`config.mk`:
```
export PLATFORM = sky130hd
export DESIGN_NAME = fhal_front
export DESIGN_NICKNAME = d
export VERILOG_FILES = /design/src/hdl/free_list_heap_allocator_unit_assert.svh /design/src/hdl/fhal_pkg.sv /design/src/hdl/fhal_front.sv
export SDC_FILE = /design/constraint.sdc
export NUM_CORES = 1
export LEC_CHECK = 0
export BUFFER_PORTS_ARGS = -buffer_cell sky130_fd_sc_hd__buf_2
export CORE_ASPECT_RATIO = 1.4
export CORE_MARGIN = 2
export CORE_UTILIZATION = 46
export DETAILED_ROUTE_END_ITERATION = 10
export GPL_TIMING_DRIVEN = 0
export PLACE_DENSITY_LB_ADDON = 0.15
export SYNTH_ARGS = -nofsm -noshare
export SYNTH_HDL_FRONTEND = slang
export SYNTH_SLANG_ARGS = --single-unit
```
`constraint.sdc`:
```
create_clock -name clk -period 1.43 [get_ports clk]
set_clock_uncertainty 0.05 [all_clocks]
set_input_delay 0.2145 -clock clk [delete_from_list [all_inputs] [get_ports clk]]
set_output_delay 0.2145 -clock clk [all_outputs]
set_load 0.05 [all_outputs]
```
`src/hdl/free_list_heap_allocator_unit_assert.svh`:
```
// Assertion macros for the free-list heap allocator.
// Depends on signals named clk and arst_n in the including module.
`ifndef FREE_LIST_HEAP_ALLOCATOR_UNIT_ASSERT_SVH
`define FREE_LIST_HEAP_ALLOCATOR_UNIT_ASSERT_SVH

// Same-cycle implication, disabled while reset is asserted.
`define FHAL_ASSERT_IMP(lbl, ante, cons, msg) \
	lbl: assert property (@(posedge clk) disable iff (!arst_n) (ante) |-> (cons)) \
		else $error(msg);

// Next-cycle implication, disabled while reset is asserted.
`define FHAL_ASSERT_NXT(lbl, ante, cons, msg) \
	lbl: assert property (@(posedge clk) disable iff (!arst_n) (ante) |=> (cons)) \
		else $error(msg);

`endif

```
`src/hdl/fhal_pkg.sv`:
```
// Shared types and constants for the free-list heap allocator.
// No dependencies.
package fhal_pkg;

	localparam int OFF_W   = 14;
	localparam int SIZE_W  = 14;
	// Widest dividend seen by the unit-count divider (size plus rounding).
	localparam int DIVIN_W = 15;

	localparam logic ACT_ALLOC   = 1'b0;
	localparam logic ACT_RELEASE = 1'b1;

	typedef struct packed {
		logic              action;
		logic [SIZE_W-1:0] size_bytes;
		logic [OFF_W-1:0]  block_offset;
	} fhal_req_t;

	typedef struct packed {
		logic [OFF_W-1:0] result_offset;
		logic             granted;
	} fhal_rsp_t;

	// Classified command passed from the front end to the engine.
	typedef enum logic [1:0] {
		KIND_ALLOC,
		KIND_RELEASE,
		KIND_IGNORE
	} fhal_kind_t;

endpackage

```
`src/hdl/fhal_front.sv`:
```
// Front end: accepts request transactions, converts bytes to units and classifies them.
// Depends on fhal_pkg.
module fhal_front import fhal_pkg::*; #(
	parameter int HEAP_BYTES = 16384,
	parameter int UNIT_BYTES = 8,
	parameter int ARG_W      = 12
) (
	input  logic             clk,
	input  logic             arst_n,
	input  logic             req_valid,
	output logic             req_stall,
	input  fhal_req_t        req,
	output logic             cmd_valid,
	input  logic             cmd_full,
	output logic [ARG_W+1:0] cmd_data
);

	localparam int NUNITS  = HEAP_BYTES / UNIT_BYTES;
	localparam int DIV_SH  = DIVIN_W + $clog2(UNIT_BYTES);
	localparam int RECIP   = (2**DIV_SH + UNIT_BYTES - 1) / UNIT_BYTES;
	localparam int RECIP_W = DIV_SH - 2;
	localparam int PROD_W  = DIVIN_W + RECIP_W;
	localparam int QUOT_W  = PROD_W - DIV_SH;

	logic [DIVIN_W-1:0] dividend;
	logic [PROD_W-1:0]  product;
	logic [QUOT_W-1:0]  quot;
	logic [QUOT_W-1:0]  bp;
	fhal_kind_t         kind;
	logic [ARG_W-1:0]   arg;
	logic               take;

	logic               s1_valid_q;
	fhal_kind_t         kind_s1;
	logic [ARG_W-1:0]   arg_s1;

	// Divide by the unit size with a reciprocal multiply; exact for all dividends.
	always_comb begin
		if (req.action == ACT_RELEASE) begin
			dividend = DIVIN_W'(req.block_offset);
		end else begin
			dividend = DIVIN_W'(req.size_bytes) + DIVIN_W'(UNIT_BYTES - 1);
		end
		product = PROD_W'(dividend) * PROD_W'(RECIP);
		quot    = product[PROD_W-1:DIV_SH];
		bp      = quot - QUOT_W'(1);
	end

	// Classify the transaction and form its argument.
	always_comb begin
		if (req.action == ACT_ALLOC) begin
			kind = KIND_ALLOC;
			arg  = ARG_W'(quot) + ARG_W'(1);
		end else if (req.block_offset < OFF_W'(UNIT_BYTES) || 32'(bp) >= 32'(NUNITS)) begin
			kind = KIND_IGNORE;
			arg  = '0;
		end else begin
			kind = KIND_RELEASE;
			arg  = ARG_W'(bp);
		end
	end

	assign req_stall = s1_valid_q & cmd_full;
	assign take      = req_valid & ~req_stall;
	assign cmd_valid = s1_valid_q;
	assign cmd_data  = {kind_s1, arg_s1};

	// Stage valid bit.
	always_ff @(posedge clk or negedge arst_n) begin
		if (!arst_n) begin
			s1_valid_q <= 1'b0;
		end else if (take) begin
			s1_valid_q <= 1'b1;
		end else if (!cmd_full) begin
			s1_valid_q <= 1'b0;
		end
	end

	// Stage payload.
	always_ff @(posedge clk) begin
		if (take) begin
			kind_s1 <= kind;
			arg_s1  <= arg;
		end
	end

endmodule

```
Word level (Yosys, flattened, before mapping)
Index checks and enable logic that the tools add are counted.
{"block": "word_totals", "elab_cells": 19, "output_inout_bits": 16, "ff_bits": 15, "inputBits": 33}
{"block": "op_classes", "add_sub_neg": 3, "n_reduce_logical": 1, "bitwise_logic": 3, "n_lt_le_gt_ge": 2, "eq_ne": 1, "n_mux": 6}
{"cell": "12-bit 2-to-1 mux", "count": 2}
{"cell": "14-bit by 3-bit adder with 15-bit output, second input constant", "count": 1}
{"cell": "15-bit 2-to-1 mux", "count": 1}
{"cell": "14-bit by 4-bit < comparator with 1-bit output, second input constant", "count": 1}
{"cell": "13-bit by 12-bit >= comparator with 1-bit output, second input constant", "count": 1}
{"cell": "12-bit by 1-bit subtractor with 13-bit output, second input constant", "count": 1}
{"cell": "12-bit by 1-bit adder with 12-bit output, second input constant", "count": 1}
{"cell": "1-bit bitwise AND", "count": 2}
{"cell": "1-bit 2-to-1 mux", "count": 2}
{"cell": "2-bit 2-to-1 mux", "count": 1}
{"cell": "2-bit by 1-bit inequality test with 1-bit output, second input constant", "count": 1}
{"cell": "1-bit logical OR", "count": 1}
{"cell": "1-bit inverter", "count": 1}

Longest topological paths before layout
{"block": "logic_depth", "ltp_word": 7, "ltp_mapped": 12, "depth_no_buf": 11}

Worst setup path after synthesis
Ideal clock, no wire load.
{"block": "synth_timing", "path_type": "input to register", "start": "in req[15] (netlist bit)", "end": "reg arg_s1[8], data pin", "arrival_time_ns": 2.162, "n_path_buf": 1, "slack_ns": -1.058, "stages": 12, "setup_ns": 0.276, "path_cell_list": "nor3_1 xnor2_1 mux2_2 inv_1 ha_1 nand2_1 a21oi_1 o21ai_0 nor4_1 or2_1 buf_2 o221ai_1"}
{"block": "synth_between", "elab_chain_cells": 7, "word_cells_on_any_way": 8}
{"item": "start, declared", "line_no": "fhal_front.sv:12", "rtl": "input fhal_req_t req,"}
{"item": "14-bit by 3-bit adder with 15-bit output (*)", "line_no": "fhal_front.sv:42", "rtl": "dividend = DIVIN_W'(req.size_bytes) + DIVIN_W'(UNIT_BYTES - 1);"}
{"item": "15-bit 2-to-1 mux (*)", "line_no": "fhal_front.sv:39", "rtl": "if (req.action == ACT_RELEASE) begin"}
{"item": "12-bit by 1-bit subtractor with 13-bit output", "line_no": "fhal_front.sv:46", "rtl": "bp = quot - QUOT_W'(1);"}
{"item": "13-bit by 12-bit >= comparator with 1-bit output", "line_no": "fhal_front.sv:54", "rtl": "end else if (req.block_offset < OFF_W'(UNIT_BYTES) || 32'(bp) >= 32'(NUNITS)) begin"}
{"item": "1-bit logical OR", "line_no": "fhal_front.sv:54"}
{"item": "12-bit 2-to-1 mux", "line_no": "fhal_front.sv:54"}
{"item": "12-bit 2-to-1 mux (*)", "line_no": "fhal_front.sv:51", "rtl": "if (req.action == ACT_ALLOC) begin"}
{"item": "via arg[8]", "line_no": "fhal_front.sv:30", "rtl": "logic [ARG_W-1:0] arg;"}
{"item": "end signal, assigned", "line_no": "fhal_front.sv:83", "rtl": "arg_s1 <= arg;"}
{"item": "end, declared", "line_no": "fhal_front.sv:35", "rtl": "logic [ARG_W-1:0] arg_s1;"}
The timed path passes the listed nets; every way through them passes the cells marked *.
A chain may end at the register's enable or synchronous reset.

Worst setup path after layout
{"block": "layout_timing", "start": "in req[28] (netlist bit)", "end": "reg arg_s1[8], data pin"}
{"block": "layout_between", "elab_chain_cells": 6, "word_cells_on_any_way": 7}
{"item": "15-bit 2-to-1 mux", "line_no": "fhal_front.sv:39"}
{"item": "12-bit by 1-bit subtractor with 13-bit output", "line_no": "fhal_front.sv:46"}
{"item": "13-bit by 12-bit >= comparator with 1-bit output", "line_no": "fhal_front.sv:54"}
{"item": "1-bit logical OR", "line_no": "fhal_front.sv:54"}
{"item": "12-bit 2-to-1 mux", "line_no": "fhal_front.sv:54"}
{"item": "12-bit 2-to-1 mux (*)", "line_no": "fhal_front.sv:51"}
{"item": "via arg[8]", "line_no": "fhal_front.sv:30"}
Marked as above.

==> flow_metrics.tcl <==
set metrics [dict create \
    max_stage_delay_ns 0.24 \
    status "finished, violations left" \
    setup_viol 14 \
    die_area_mm2 0.00381 \
    drt_first_pass_iters 4 \
    fp.dieH_um 72.2 \
    cts_buffers 3 \
    routedWlPerCell_um 17.2 \
    synth.top_cell.area_share_pct 27.5 \
    tightest_slew_ns 0.613 \
    clkTransAtPathRegs_ns 0.06 \
    drt-vias-per-instance 5.97 \
    layout_commonest_cell "buf_2" \
    p_total_mw 1.59 \
    dr_total_vias 1647 \
    hold_viol_final 0 \
    syn_inst 169 \
    tritoncts "done" \
    synth_area_per_cell_um2 9.05 \
    async_flop_share_pct 6.67 \
    worstSetupStartpointType "primary input" \
    synth_warnings 0 \
    peakVddDrop_mv 0.549 \
    place_ws_ns -1.28 \
    whs_ns 0.137 \
    path_common_cell "buf_4" \
    hold_class "primary input to flop" \
    rsz0062_at_grt "true" \
    io_buffer_count 42 \
    grt_usage_pct 24.8 \
    fmax_mhz 429 \
    synthesis.area_mm2 0.00153 \
    drtIter0Drc 80 \
    core_area_mm2 0.00315 \
    layout_common_cells "35 x buf_2, 19 x buf_4, 14 x edfxtp_1" \
    finalNetCount 273 \
    start_util_pct 48.5 \
    synth-seq-area-share_pct 29.1 \
    clock_path_buffers 2 \
    slew_headroom_pct 59.2 \
    maxCapViolations 0 \
    criticalPathCategory "primary input to flop" \
    arrival_ns 2.26 \
    worstPathCellList "buf_2, buf_4, clkbuf_4, o21a_1, ha_4, nand2_4, a21oi_4, nand2b_1, buf_4, nor3b_2, xor2_1, o221ai_2" \
    setup_ws_ns -0.903 \
    worst-endpoint-required_ns 1.36 \
    yosys.area.top_type "edfxtp_1" \
    end_kind "flop" \
    hold_depth 2 \
    synth_ff_type "edfxtp_1" \
    drc_errors 0 \
    slowest_stage "xor2_1" \
    ys_ff_latch 15 \
    leakage_nw 0.932 \
    reg2regPathDepth 2 \
    synth_edf_count 14 \
    netlist-cell-type-count 54 \
    yosys-top-cells-area "edfxtp_1 27%, xnor2_1 8.6%, xor2_1 4.0%, nor2_1 3.7%, nand2_1 3.2%" \
    grt_pass1_vias 1596 \
    drive_above_1_share_pct 54.4 \
    violations "negative setup slack" \
    clock_sinks 15 \
    dpl.hpwl_um 3090 \
    area_delta_synth_final_pct 57.6 \
    clk_latency_ns 0.24 \
    drtAntennaViolNets 0 \
    post-route-util_pct 76.5 \
    grt_max_degree 15 \
    rows 24 \
    htreeDepth 1 \
    min_period_ns 2.33 \
    grt-ovfl-total 0 \
    grt_pass1_wl_um 7190 \
    drt-total-wl_um 4730 \
    p_per_area_mw_per_mm2 661 \
    root_buffer "clkbuf_8" \
    fin_crit_sh_pct 163 \
    antenna_cells_inserted 0 \
    ioPinCount 49 \
    maxSlewViolCount 0 \
    finalWeightedCongestion 0.829 \
    syn-num-nets 204 \
    die_w_um 52.7 \
    finalSetupTns_ns -11.05 \
    cp_max_fo 10 \
    antenna_found_initial 0 \
]
logic make-up (layout without fill, tap and decap cells):
family / after synthesis / in the layout / synth area share, %
AO/OA/AOI/OAI: 40 / 40 / 24.2
multiplexers: 2 / 2 / 1.39
flip-flops: 15 / 15 / 29.1
XOR/XNOR: 22 / 22 / 12.6
buffers and inverters: 14 / 82 / 3.76
AND/OR/NAND/NOR: 74 / 74 / 27.3
adder cells (fa/ha/maj): 2 / 2 / 1.64
metrics by stage:
| step | std cells | instance area [um2] |
|---|---|---|
| 6_report | 276 | 2410 |
| 5_1_grt | 276 | 2410 |
| 4_1_cts | 275 | 2280 |
| 3_5_place_dp | 250 | 1870 |
| 3_3_place_gp | 250 | 1870 |
| 2_1_floorplan | 169 | 1620 |
cell usage after synthesis (2+ instances only):
master and instances:
a21oi_1 4, a31oi_1 4, and2_1 3, and3_1 3, buf_2 4, clkbuf_1 3, edfxtp_1 14, ha_1 2
inv_1 6, nand2_1 13, nand2b_1 7, nand3_1 5, nand4_1 2, nor2_1 15, nor2b_1 3, nor3_1 4
nor4_1 7, o21a_1 4, o21ai_0 3, o22ai_1 7, o31ai_1 2, or2b_1 2, xnor2_1 15, xor2_1 7
power by group:
group,leakage [nW],switching (mW),total (mW),internal [mW]
Clock,0.0228,0.129,0.326,0.197
Combinational,0.764,0.435,0.741,0.306
Sequential,0.145,0.00585,0.528,0.522
Total,0.932,0.570,1.59,1.02
worst max-delay path: cells and delay by family:
kind | cells | cell delay [ns]
buffers and inverters | 4 | 0.82
and+or+nand+nor | 3 | 0.33
xor gates and xnor gates | 1 | 0.24
AOI/OAI and AO/OA | 3 | 0.49
adders and majority gates | 1 | 0.16
sequential cells by signal, indices dropped and copies added (netlist names):
signal / flops
arg_s1: 12
cmd_valid: 1
kind_s1: 2
path summary, 6_finish.rpt:
path                                             from                     to  slack, ns
worst max-delay path                          req[28]    arg_s1[8]$_DFFE_PP_      -0.90
worst min-delay path                        req_valid  cmd_valid$_DFFE_PN0P_       0.14
worst max register to register  cmd_valid$_DFFE_PN0P_    arg_s1[3]$_DFFE_PP_       0.16
worst min register to register  cmd_valid$_DFFE_PN0P_  cmd_valid$_DFFE_PN0P_       0.58
max in group asynchronous                      arst_n  cmd_valid$_DFFE_PN0P_       1.01
min in group asynchronous                      arst_n  cmd_valid$_DFFE_PN0P_       0.22
what timing repair did:
action | CTS | global route
pin swaps | 22 | 13
hold buffers | 1 | 0
setup endpoints to repair | 14 | 14
hold endpoints to repair | 1 | 0
gates resized for setup | 44 | 24
buffers inserted | 21 | 1
cloned | 1 | 0
final cells by class:
cell class | instances | area, um2
fillers | 224 | 741
repair buffers | 65 | 470
well taps | 39 | 48.8
plain buffers | 7 | 62.6
clock buffers | 4 | 45.0
inverters | 6 | 26.3
flip-flops and latches | 15 | 447
multi-input cells | 140 | 1310
per-layer routing:
layer / global-route usage, % / vias to the layer above / part of all wire [%]
met4: 12.5 / 0 / 3.4
met2: 45.7 / 82 / 56
met3: 0.823 / 22 / 4.3
met1: 28.1 / 768 / 36
li1: - / 775 / -
met5: 0 / - / 0
Power figures use the tool's default switching activity.
