--- config.mk ---
export PLATFORM = sky130hd
export DESIGN_NAME = fhal_queue
export DESIGN_NICKNAME = d
export VERILOG_FILES = /design/src/hdl/free_list_heap_allocator_unit_assert.svh /design/src/hdl/fhal_pkg.sv /design/src/hdl/fhal_queue.sv
export SDC_FILE = /design/constraint.sdc
export NUM_CORES = 1
export LEC_CHECK = 0
export ABC_AREA = 1
export BUFFER_PORTS_ARGS = -buffer_cell sky130_fd_sc_hd__buf_2
export CORE_MARGIN = 5
export CORE_UTILIZATION = 53
export CTS_BUF_LIST = sky130_fd_sc_hd__clkbuf_4
export DETAILED_ROUTE_END_ITERATION = 8
export PLACE_DENSITY = 0.92
export SETUP_SLACK_MARGIN = 0.2
export SLEW_MARGIN = 0
export SYNTH_ARGS = -nofsm -noshare
export SYNTH_HDL_FRONTEND = slang
export SYNTH_SLANG_ARGS = --single-unit
--- constraint.sdc ---
create_clock -name clk -period 2.2 [get_ports clk]
set_clock_uncertainty 0.1 [all_clocks]
set_input_delay 0.33 -clock clk [delete_from_list [all_inputs] [get_ports clk]]
set_output_delay 0.33 -clock clk [all_outputs]
set_load 0.02 [all_outputs]
--- src/hdl/free_list_heap_allocator_unit_assert.svh ---
// Assertion macros for the free-list heap allocator.
// Depends on signals named clk and arst_n in the including module.
`ifndef FREE_LIST_HEAP_ALLOCATOR_UNIT_ASSERT_SVH
`define FREE_LIST_HEAP_ALLOCATOR_UNIT_ASSERT_SVH

// Same-cycle implication, disabled while reset is asserted.
`define FHAL_ASSERT_IMP(lbl, ante, cons, msg) \
	lbl: assert property (@(posedge clk) disable iff (!arst_n) (ante) |-> (cons)) \
		else $error(msg);

// Next-cycle implication, disabled while reset is asserted.
`define FHAL_ASSERT_NXT(lbl, ante, cons, msg) \
	lbl: assert property (@(posedge clk) disable iff (!arst_n) (ante) |=> (cons)) \
		else $error(msg);

`endif

--- src/hdl/fhal_pkg.sv ---
// Shared types and constants for the free-list heap allocator.
// No dependencies.
package fhal_pkg;

	localparam int OFF_W   = 14;
	localparam int SIZE_W  = 14;
	// Widest dividend seen by the unit-count divider (size plus rounding).
	localparam int DIVIN_W = 15;

	localparam logic ACT_ALLOC   = 1'b0;
	localparam logic ACT_RELEASE = 1'b1;

	typedef struct packed {
		logic              action;
		logic [SIZE_W-1:0] size_bytes;
		logic [OFF_W-1:0]  block_offset;
	} fhal_req_t;

	typedef struct packed {
		logic [OFF_W-1:0] result_offset;
		logic             granted;
	} fhal_rsp_t;

	// Classified command passed from the front end to the engine.
	typedef enum logic [1:0] {
		KIND_ALLOC,
		KIND_RELEASE,
		KIND_IGNORE
	} fhal_kind_t;

endpackage

--- src/hdl/fhal_queue.sv ---
// Two-entry command queue between the front end and the engine.
// Depends on fhal_pkg only for house consistency of types.
module fhal_queue import fhal_pkg::*; #(
	parameter int W = 14
) (
	input  logic         clk,
	input  logic         arst_n,
	input  logic         push,
	input  logic [W-1:0] din,
	output logic         full,
	input  logic         pop,
	output logic [W-1:0] dout,
	output logic         empty
);

	logic [W-1:0] entry_q [2];
	logic         wr_ptr_q;
	logic         rd_ptr_q;
	logic [1:0]   count_q;

	assign full  = (count_q == 2'd2);
	assign empty = (count_q == 2'd0);
	assign dout  = entry_q[rd_ptr_q];

	// Pointers and occupancy.
	always_ff @(posedge clk or negedge arst_n) begin
		if (!arst_n) begin
			wr_ptr_q <= 1'b0;
			rd_ptr_q <= 1'b0;
			count_q  <= 2'd0;
		end else begin
			if (push) begin
				wr_ptr_q <= ~wr_ptr_q;
			end
			if (pop) begin
				rd_ptr_q <= ~rd_ptr_q;
			end
			if (push && !pop) begin
				count_q <= count_q + 2'd1;
			end else if (pop && !push) begin
				count_q <= count_q - 2'd1;
			end
		end
	end

	// Entry storage.
	always_ff @(posedge clk) begin
		if (push) begin
			entry_q[wr_ptr_q] <= din;
		end
	end

endmodule

* Yosys cells after proc, flatten, opt, wreduce, memory -nomap -nowiden
Memory sizes are Yosys's and may differ from the RTL's.
Cells that the tools add are included.
W data, S select, Z words.
** Storage, ports and cells
- Flip-flop bits (word level) :: 4
- Bits in writable memories :: 28
- Input bits :: 18
- Output and inout port bits :: 16
- Word-level logic and storage cells :: 19
- Memories :: 1
** Memories
- entry_q :: depth 2, width 14, read ports 1, clocked after memory_dff 0, write ports 1, line fhal_queue.sv:16 : logic [W-1:0] entry_q [2];
** Cells by class
- $add $sub $neg :: 2
- Equal/unequal tests :: 1
- Muxes and demuxes :: 4
- Bitwise operators :: 2
- Reductions and logical operators :: 6
** Operators by type and width (count)
- $mux W2 :: 2
- $add A2 B1 Y2 const B :: 1
- $eq A2 B2 Y1 const B :: 1
- $logic_and A1 B1 Y1 :: 2
- $logic_not A1 Y1 :: 2
- $logic_not A2 Y1 :: 1
- $mux W1 :: 2
- $not A1 Y1 :: 2
- $reduce_bool A2 Y1 :: 1
- $sub A2 B1 Y2 const B :: 1

* Longest topological paths before layout
Gate-level depths: netlist (run 1).
- Word-level depth :: 4
- Mapped depth :: 7
- Mapped depth without buffers :: 7

* Least setup slack after synthesis (run 1)
Ideal clock, no wire load.
- Path type :: reg2reg
- Start :: register wr_ptr_q
- End :: memory entry_q[0][0] (enable)
- Setup time :: 0.384 ns
- Arrival time :: 1.021 ns
- Required time :: 1.716 ns
- Slack :: 0.694 ns
- Cell stages (with the launch flop) :: 2
- Path buffers :: 0
- Clock period less this slack :: 1.506 ns
- Path through :: dfrtp_1 -> nor2_1
** RTL lines
- from (decl) :: line fhal_queue.sv:17 : logic wr_ptr_q;
- from (signal assigned) :: line fhal_queue.sv:33 : wr_ptr_q <= ~wr_ptr_q;
- to (decl) :: line fhal_queue.sv:16
Straight into the memory's write port.

* Final worst setup path (run 1)
- Start :: register rd_ptr_q
- End :: output dout[8]
** On the way
- Word-level cells in the longest chain between the ends :: 1
** RTL lines
- from (decl) :: line fhal_queue.sv:18 : logic rd_ptr_q;
- from (signal assigned) :: line fhal_queue.sv:36 : rd_ptr_q <= ~rd_ptr_q;
- $mem_v2 Z2 W14
- to (decl) :: line fhal_queue.sv:12 : output logic [W-1:0] dout,
No other way between the ends.

==> flow_metrics.tcl, run 1 <==
set metrics [dict create \
    synthesis.area_um2 1270 \
    finalNonFillerCells 140 \
    p_total_mw 1.90 \
    min_period_ns 1.88 \
    clk_pin_slew_ns 0.09 \
    critical-path-top-delay-family "flip-flops" \
    path_buf_inv 2 \
    diodes 0 \
    critPathSlowestCell "dfrtp_2" \
    holdWs_ns 0.0899 \
    dp_hpwl_mm 1.48 \
    ys_seq_elements 32 \
    route.detailed.drc 0 \
    synth.area.top_cells "edfxtp_1 66%, mux2_4 11%, dfrtp_1 7.9%, mux2_2 4.4%, inv_1 2.1%" \
    p_comb_frac 0.368 \
    hold_viol_final 0 \
    ir_worst_vdd_mv 0.716 \
    grt.total_usage 0.132 \
    p_leak_nw 0.666 \
    clock.fmax_mhz 531 \
    path_cells "buf_6 > mux2_2 > buf_2" \
    die-height_um 59.0 \
    cts-htree-levels 2 \
    clkPwrFrac 0.165 \
    place.port_buffers 33 \
    cts_num_sinks 32 \
    layout_commonest_cell "buf_2" \
    cts_buffers 5 \
    cap_violations 0 \
    slew_headroom 0.647 \
    slowest_delay_ns 0.43 \
    grt_pass1_vias 705 \
    die_w_um 59.0 \
    wire_per_inst_um 13.8 \
    hp-class "in -> reg" \
    p_int_mw 1.28 \
    syn_nets 88 \
    finalInstanceArea_um2 1530 \
    yosys.area.top_type "edfxtp_1" \
    worst_pin_slew_ns 0.528 \
    yosysTopAreaCellShare 0.662 \
    grt_max_degree 15 \
    drt_iter0_markers 14 \
    final.setup.tns_ns 0 \
    period_share 0.856 \
    gr-total-overflow 0 \
    placed_cell_area_um2 1460 \
    avgViaCountPerCell 4.76 \
    grt_antenna_before_repair 0 \
    netlist_instances 69 \
    vias 666 \
    drv_slew 0 \
    path_max_fanout 11 \
    first_pass_iters 4 \
    core_um2 2250 \
    start_kind "flip-flop" \
    initial_core_util 0.563 \
    cts.path.max_buffers 2 \
    worstPathRequired_ns 1.77 \
    fin_nets 130 \
    final_cell_mix "33 x buf_2, 28 x edfxtp_1, 9 x mux2_4" \
    yosysSeqAreaShare 0.741 \
    place.gp.congestion 0.647 \
    avgSynthCellArea_um2 18.4 \
    grt_setup_unrepaired "false" \
    cts_tree "done" \
    syn2layout_area_growth_pct 20.7 \
    place_ws_ns 0.563 \
    root_buffer "clkbuf_4" \
    end_kind "output pin" \
    synth.distinct_cells 14 \
    grt_pass1_wl_mm 3.08 \
    setup_viol 0 \
    postRouteAntennaNets 0 \
    p_sw_frac 0.326 \
    fill_cells 170 \
    powerDensity_nw_per_um2 1240 \
    critical_path_class "reg -> out" \
    dp_cells 131 \
    clock_latency_ns 0.32 \
    synth-warning-count 0 \
    arrival_ns 1.45 \
    outcome "finished clean" \
    dieArea_um2 3480 \
    setup_ws_ns 0.318 \
    drive_above_1_share 0.518 \
    final_util 0.680 \
    p_switching_mw 0.621 \
    power_frac_seq 0.467 \
    io_pins 34 \
    wirelength_mm 1.93 \
    std_cell_rows 17 \
]
==> cell usage after synthesis <==
cell      count
edfxtp_1     28
mux2_4        9
inv_1         7
mux2_2        5
nand2_1       5
dfrtp_1       4
nor2_1        3
xor2_1        2
buf_12        1
buf_6         1
ha_1          1
nand3_1       1
nand4_1       1
xnor2_1       1
==> cells by family (layout without fill, tap and decap cells) <==
| family | after synthesis | count (layout) | synth area share |
|---|---|---|---|
| DFF | 32 | 32 | 0.741 |
| muxes | 14 | 14 | 0.151 |
| and+or+nand+nor | 10 | 10 | 0.0325 |
| buffers and inverters | 9 | 52 | 0.0453 |
| xor gates and xnor gates | 3 | 3 | 0.0207 |
| adders and majority gates | 1 | 1 | 0.00985 |
==> timing repair <==
action,CTS,global route
hold endpoints to repair,4,0
hold buffers,1,0
endpoints found under the setup margin,2,2
resized for setup,1,1
buffers inserted,0,0
==> routing by layer <==
| layer | up-vias | GRT usage | wire length, µm |
|---|---|---|---|
| li1 | 330 | - | - |
| met1 | 305 | 0.123 | 711 |
| met2 | 27 | 0.221 | 989 |
| met3 | 4 | 0.0724 | 176 |
| met4 | 0 | 0.0874 | 49 |
| met5 | - | 0 | 0 |
==> state kept, by name, summed over array words and instances (netlist names) <==
| name | cells |
|---|---|
| wr_ptr_q | 1 |
| entry_q | 28 |
| count_q | 2 |
| rd_ptr_q | 1 |
==> final timing paths <==
path                                      start                       to  slack (ns)  cells after the start
max                        rd_ptr_q$_DFFE_PN0P_                  dout[8]        0.32                      3
min                                         pop     rd_ptr_q$_DFFE_PN0P_        0.09                      2
max reg2reg                wr_ptr_q$_DFFE_PN0P_  entry_q[1][9]$_DFFE_PP_        0.89                      2
min reg2reg                wr_ptr_q$_DFFE_PN0P_     wr_ptr_q$_DFFE_PN0P_        0.40                      1
max in group asynchronous                arst_n     rd_ptr_q$_DFFE_PN0P_        1.63                      2
min in group asynchronous                arst_n   count_q[0]$_DFFE_PN0P_        0.24                      2
==> final cells by class <==
type | count | area, µm² | share of cell area
Inverter | 7 | 26.3 | 0.0171
Timing Repair Buffer | 37 | 201 | 0.131
Sequential cell | 32 | 942 | 0.615
Tap cell | 28 | 35.0 | 0.0229
Clock inverter | 1 | 3.75 | 0.00245
Multi-Input combinational cell | 28 | 272 | 0.177
Clock buffer | 7 | 52.6 | 0.0343
==> power by group through the flow <==
stage	clock network [mW]	registers [mW]	logic [mW]
2_1_floorplan	0	0.870	0.570
3_3_place_gp	0	0.886	0.689
3_5_place_dp	0	0.900	0.706
4_1_cts	0.328	0.888	0.715
5_1_grt	0.364	0.902	0.751
6_report	0.314	0.889	0.702
No activity file was read; power rests on OpenSTA's default activity.
==> inputs of run 2 (changes only) <==
--- a/config.mk
+++ b/config.mk
@@ -5,13 +5,12 @@
 export SDC_FILE = /design/constraint.sdc
 export NUM_CORES = 1
 export LEC_CHECK = 0
-export ABC_AREA = 1
 export BUFFER_PORTS_ARGS = -buffer_cell sky130_fd_sc_hd__buf_2
 export CORE_MARGIN = 5
-export CORE_UTILIZATION = 53
+export CORE_UTILIZATION = 57
 export CTS_BUF_LIST = sky130_fd_sc_hd__clkbuf_4
 export DETAILED_ROUTE_END_ITERATION = 8
-export PLACE_DENSITY = 0.92
+export PLACE_DENSITY = 0.95
 export SETUP_SLACK_MARGIN = 0.2
 export SLEW_MARGIN = 0
 export SYNTH_ARGS = -nofsm -noshare
==> constraint.sdc (replaced) <==
create_clock -name clk -period 2.32 [get_ports clk]
set_clock_uncertainty 0.1 [all_clocks]
set_input_delay 0.348 -clock clk [delete_from_list [all_inputs] [get_ports clk]]
set_output_delay 0.348 -clock clk [all_outputs]
set_load 0.02 [all_outputs]
==> flow_metrics.tcl, run 2 <==
set metrics [dict create \
    outcome "finished clean" \
    path_buf_inv 2 \
    ys_seq_elements 32 \
    clock_latency_ns 0.31 \
    path_cells "buf_4 > mux2_4 > buf_2" \
    drv_slew 0 \
    fin_nets 120 \
    postRouteAntennaNets 0 \
    avgSynthCellArea_um2 20.8 \
    syn2layout_area_growth_pct 19.8 \
    layout_commonest_cell "buf_2" \
    async_flop_share 0.125 \
    root_buffer "clkbuf_4" \
    yosysTopAreaCellShare 0.673 \
    die-height_um 56.8 \
    yosysSeqAreaShare 0.753 \
    holdPathStages 1 \
    grt_antenna_before_repair 0 \
    drt_iter0_markers 19 \
    grt.total_usage 0.135 \
    slowest_delay_ns 0.51 \
    diodes 0 \
    reg2reg_from "wr_ptr_q$_DFFE_PN0P_" \
    critical-path-top-delay-family "flip-flops" \
    path_max_fanout 9 \
    io_pins 34 \
    cts_num_sinks 32 \
    netlist_instances 60 \
    final_util 0.697 \
    grt_pass1_wl_mm 3.04 \
    regToRegSetupSlack_ns 0.81 \
    cts-htree-levels 2 \
    arrival_ns 1.52 \
    grt_pass1_vias 686 \
    wire_per_inst_um 14.3 \
    final.setup.tns_ns 0 \
    r2r_cells 2 \
    worst_pin_slew_ns 0.628 \
    place.gp.congestion 0.648 \
    gr-total-overflow 0 \
    holdWs_ns 0.111 \
    powerDensity_nw_per_um2 1180 \
    synth.area.top_cells "edfxtp_1 67%, mux2_4 11%, dfrtp_1 8.0%, mux2_2 4.5%, xor2_1 2.8%" \
    hold_start "din[12]" \
    core_um2 2150 \
    finalInstanceArea_um2 1500 \
    cap_violations 0 \
    dieArea_um2 3230 \
    std_cell_rows 17 \
    multi_input_comb_area_um2 274 \
    ff_latch_area_um2 942 \
    grt_setup_unrepaired "false" \
    yosysMostFrequentCell "edfxtp_1" \
    final_cell_mix "33 x buf_2, 28 x edfxtp_1, 9 x mux2_4" \
    p_leak_nw 0.623 \
    die_w_um 56.8 \
    cts_tree "done" \
    period_share 0.849 \
    start_kind "flip-flop" \
    setup_viol 0 \
    worstPathRequired_ns 1.87 \
    synth-warning-count 0 \
    wirelength_mm 1.86 \
    placed_cell_area_um2 1430 \
    end_kind "output pin" \
    syn_nets 79 \
    initial_core_util 0.582 \
    min_period_ns 1.97 \
    dp_hpwl_mm 1.37 \
    first_pass_iters 3 \
    ir_worst_vdd_mv 0.745 \
    cts.path.max_buffers 2 \
    critical_path_class "reg -> out" \
    synth.distinct_cells 13 \
    hp-class "in -> reg" \
    cts_setup_buffers 0 \
    route.detailed.drc 0 \
    grt_max_degree 15 \
    place_ws_ns 0.547 \
    yosys_most_used_dff "edfxtp_1" \
    synthesis.area_um2 1250 \
    hold_viol_final 0 \
    clk_pin_slew_ns 0.09 \
    avgViaCountPerCell 4.82 \
    fill_cells 152 \
    place.port_buffers 33 \
    clock.fmax_mhz 507 \
    largest_register_ffs 28 \
    reg.largest.list "entry_q (28), count_q (2)" \
    yosys.area.top_type "edfxtp_1" \
    hold_end "entry_q[1][12]$_DFFE_PP_" \
    vias 626 \
    drive_above_1_share 0.549 \
    crit-reg2reg-capture "entry_q[0][1]$_DFFE_PP_" \
    synth_edf_count 28 \
    largest-register "entry_q" \
    slew_headroom 0.581 \
    cts_buffers 5 \
    setup_ws_ns 0.349 \
    netlist_top_cells_count "28 x edfxtp_1, 9 x mux2_4, 5 x mux2_2, 4 x dfrtp_1, 4 x xor2_1" \
    critPathSlowestCell "dfrtp_2" \
]
## run 2: worst max path at each step
| stage | endpoint | slack, ns | from | depth (start not counted) |
|---|---|---|---|---|
| 6_report | dout[3] | 0.35 | rd_ptr_q$_DFFE_PN0P_ | 3 |
| 5_1_grt | dout[5] | 0.25 | rd_ptr_q$_DFFE_PN0P_ | 3 |
| 4_1_cts | dout[3] | 0.32 | rd_ptr_q$_DFFE_PN0P_ | 3 |
| 3_5_place_dp | dout[3] | 0.55 | rd_ptr_q$_DFFE_PN0P_ | 3 |
| 3_3_place_gp | dout[2] | 0.60 | rd_ptr_q$_DFFE_PN0P_ | 3 |
| 2_1_floorplan | entry_q[0][0]$_DFFE_PP_ | 0.78 | wr_ptr_q$_DFFE_PN0P_ | 1 |
## run 2: area by class of cell
class / instances / area share
Clock buffer: 6 / 0.0301
Clock inverter: 2 / 0.00501
Inverter: 1 / 0.00251
Multi-Input combinational cell: 25 / 0.183
Sequential cell: 32 / 0.629
Tap cell: 28 / 0.0234
Timing Repair Buffer: 36 / 0.127
## run 2: logic make-up after synthesis
logic type | after synthesis | synth area share
flip-flops | 32 | 0.753
multiplexers | 14 | 0.153
XOR/XNOR | 5 | 0.0350
AND/OR/NAND/NOR | 5 | 0.0210
buffers and inverters | 3 | 0.0280
adder cells (fa/ha/maj) | 1 | 0.0100
## run 2: power by group
part / total, mW / switching (mW) / leakage [nW] / internal (mW)
registers: 0.858 / 0.0812 / 0.308 / 0.776
logic: 0.627 / 0.334 / 0.284 / 0.293
clock network: 0.288 / 0.165 / 0.0307 / 0.124
## run 2: worst register-to-register path: stages (launching register included)
cell,delay [ns]
dfrtp_1,0.41
nor2b_1,0.43
buf_4,0.28
## run 2: what timing repair did
item	CTS	global route
setup endpoints to repair	7	0
hold buffers	1	0
endpoints found under the hold margin	4	0
gates resized for setup	1	0
## run 2: per-layer routing
layer	GRT usage	vias to the layer above	routed length (µm)
met5	0	-	0
met4	0.0695	0	43
met3	0.0874	4	195
met2	0.226	23	972
met1	0.125	296	646
li1	-	303	-
## run 2: stage by stage
| step | instances | power, mW |
|---|---|---|
| detailed placement | 121 | 1.51 |
| global placement | 121 | 1.48 |
| CTS | 130 | 1.80 |
| finish | 130 | 1.77 |
| global route | 130 | 1.88 |
| floorplan | 60 | 1.36 |
==> inputs of run 3 (changes only) <==
--- a/config.mk
+++ b/config.mk
@@ -5,12 +5,13 @@
 export SDC_FILE = /design/constraint.sdc
 export NUM_CORES = 1
 export LEC_CHECK = 0
+export ABC_AREA = 1
 export BUFFER_PORTS_ARGS = -buffer_cell sky130_fd_sc_hd__buf_2
 export CORE_MARGIN = 5
-export CORE_UTILIZATION = 57
+export CORE_UTILIZATION = 48
 export CTS_BUF_LIST = sky130_fd_sc_hd__clkbuf_4
 export DETAILED_ROUTE_END_ITERATION = 8
-export PLACE_DENSITY = 0.95
+export PLACE_DENSITY = 0.89
 export SETUP_SLACK_MARGIN = 0.2
 export SLEW_MARGIN = 0
 export SYNTH_ARGS = -nofsm -noshare
==> constraint.sdc (replaced) <==
create_clock -name clk -period 1.6 [get_ports clk]
set_clock_uncertainty 0.1 [all_clocks]
set_input_delay 0.24 -clock clk [delete_from_list [all_inputs] [get_ports clk]]
set_output_delay 0.24 -clock clk [all_outputs]
set_load 0.02 [all_outputs]
==> flow_metrics.tcl, run 3 (same netlist as run 1, synthesis figures left out) <==
set metrics [dict create \
    outcome "finished, violations left" \
    violations "negative setup slack" \
    powerDensity_nw_per_um2 1720 \
    cts_num_sinks 32 \
    grt_use_met2 0.222 \
    grt_setup_unrepaired "true" \
    place.gp.congestion 0.671 \
    grt_pass1_vias 733 \
    final_cell_mix "28 x edfxtp_1, 17 x buf_2, 15 x buf_6" \
    drt_iter0_markers 5 \
    power_frac_seq 0.397 \
    regToRegSetupSlack_ns 0.43 \
    layout_commonest_cell "edfxtp_1" \
    worst_pin_slew_ns 0.193 \
    min_period_ns 1.75 \
    io_pins 34 \
    postRouteAntennaNets 0 \
    grt.total_usage 0.126 \
    grt_antenna_before_repair 0 \
    crit-reg2reg-capture "entry_q[0][4]$_DFFE_PP_" \
    p_switching_mw 0.974 \
    p_comb_frac 0.462 \
    hold_viol_final 0 \
    wire_per_inst_um 15.3 \
    arrival_ns 1.41 \
    grt_max_degree 15 \
    cts-htree-levels 2 \
    place.port_buffers 33 \
    largest_register_ffs 28 \
    diodes 0 \
    reg.largest.list "entry_q (28), count_q (2)" \
    drive_above_1_share 0.520 \
    place_ws_ns 0.192 \
    hold_end "entry_q[1][3]$_DFFE_PP_" \
    path_cells "clkbuf_16 > mux2_4 > buf_6" \
    std_cell_rows 18 \
    grt_pass1_wl_mm 3.23 \
    end_kind "output pin" \
    placed_cell_area_um2 1480 \
    dp_cells 133 \
    cts_buffers 5 \
    route.detailed.drc 0 \
    syn2layout_area_growth_pct 40.7 \
    clock_latency_ns 0.32 \
    ff_latch_area_um2 942 \
    clkPwrFrac 0.141 \
    ir_worst_vdd_mv 1.31 \
    hp-class "in -> reg" \
    period_share 1.09 \
    initial_core_util 0.508 \
    root_buffer "clkbuf_4" \
    cts.path.max_buffers 2 \
    fin_nets 143 \
    hold_start "din[3]" \
    die_w_um 61.4 \
    dieArea_um2 3770 \
    dp_hpwl_mm 1.48 \
    slowest_delay_ns 0.46 \
    setup_ws_ns -0.149 \
    path_max_fanout 7 \
    p_total_mw 3.08 \
    top_usage_layer "met2" \
    die-height_um 61.4 \
    clk_pin_slew_ns 0.09 \
    holdPathStages 1 \
    largest-register "entry_q" \
    start_kind "flip-flop" \
    setup_viol 14 \
    reg2reg_from "wr_ptr_q$_DFFE_PN0P_" \
    wirelength_mm 2.38 \
    fill_cells 174 \
    gr-total-overflow 0 \
    core_um2 2500 \
    final_util 0.715 \
    finalInstanceArea_um2 1790 \
    clock.fmax_mhz 572 \
    p_int_mw 2.11 \
    vias 742 \
    p_leak_nw 0.768 \
    use_met1 0.130 \
    multi_input_comb_area_um2 280 \
    critPathSlowestCell "dfrtp_2" \
    use_met3 0.0482 \
    drv_slew 0 \
    r2r_cells 2 \
    first_pass_iters 4 \
    critical_path_class "reg -> out" \
    avgViaCountPerCell 4.79 \
    finalNonFillerCells 155 \
    cts_tree "done" \
    slew_headroom 0.872 \
    p_sw_frac 0.316 \
    cap_violations 0 \
    worstPathRequired_ns 1.26 \
]
[run 3: cell types whose count changed in the layout (fill, tap and decap cells not counted), sizes merged]
| cell | delta |
|---|---|
| buf | +4 |
| nand2 | +5 |
| nand3 | +1 |
| nor2 | +1 |
| xor2 | -2 |
| clkbuf | +2 |
| and2 | -1 |
| dlygate4sd3 | +9 |
| clkinv | -1 |
| inv | +6 |
| nand4 | +1 |
| nor2b | -2 |
[run 3: worst max-delay path by stage]
stage / startpoint / to / slack, ns / cells past startpoint
after global routing: rd_ptr_q$_DFFE_PN0P_ / dout[3] / -0.20 / 3
after detailed placement: rd_ptr_q$_DFFE_PN0P_ / dout[8] / 0.19 / 3
after global placement: rd_ptr_q$_DFFE_PN0P_ / dout[13] / 0.22 / 3
after floorplan: wr_ptr_q$_DFFE_PN0P_ / entry_q[0][0]$_DFFE_PP_ / 0.31 / 1
after CTS: rd_ptr_q$_DFFE_PN0P_ / dout[8] / -0.14 / 3
final: rd_ptr_q$_DFFE_PN0P_ / dout[3] / -0.15 / 3
[run 3: routing by layer]
layer	share of wire	up-vias	wire [µm]
li1	-	358	-
met1	0.35	346	828
met2	0.55	29	1320
met3	0.072	9	171
met4	0.024	0	58
met5	0	-	0
[run 3: what timing repair did]
item	4_1_cts	5_1_grt
hold buffers	8	2
setup endpoints to repair	15	16
endpoints found under the hold margin	17	4
gates cloned	0	1
pin swaps	0	2
resized for setup	0	35
setup buffers	2	1
[run 3: worst max-delay path, delay by kind of cell, from the launching register on]
kind	cells	cell delay, ns
flip-flops	1	0.46
buffers and inverters	2	0.31
multiplexers	1	0.31
[run 3: cell type report]
type	count	area share
sequential	32	0.527
timing repair buffer	50	0.249
multi-input combinational	28	0.157
clock buffer	7	0.0294
tap	30	0.0210
inverter	7	0.0147
clock inverter	1	0.00210
[run 3: through the flow]
stage	TNS (ns)	hold WS, ns
2_1_floorplan	0	-0.156
3_3_place_gp	0	-0.0530
3_5_place_dp	0	-0.0497
4_1_cts	-1.72	0.00590
5_1_grt	-2.53	0.00157
6_report	-1.75	0.0201
[run 3: power groups by stage]
| stage | clock, mW | combinational [mW] | sequential [mW] |
|---|---|---|---|
| floorplan | 0 | 0.785 | 1.20 |
| global placement | 0 | 0.998 | 1.21 |
| detailed placement | 0 | 1.03 | 1.23 |
| CTS | 0.454 | 1.09 | 1.20 |
| global route | 0.497 | 1.50 | 1.24 |
| finish | 0.435 | 1.42 | 1.22 |
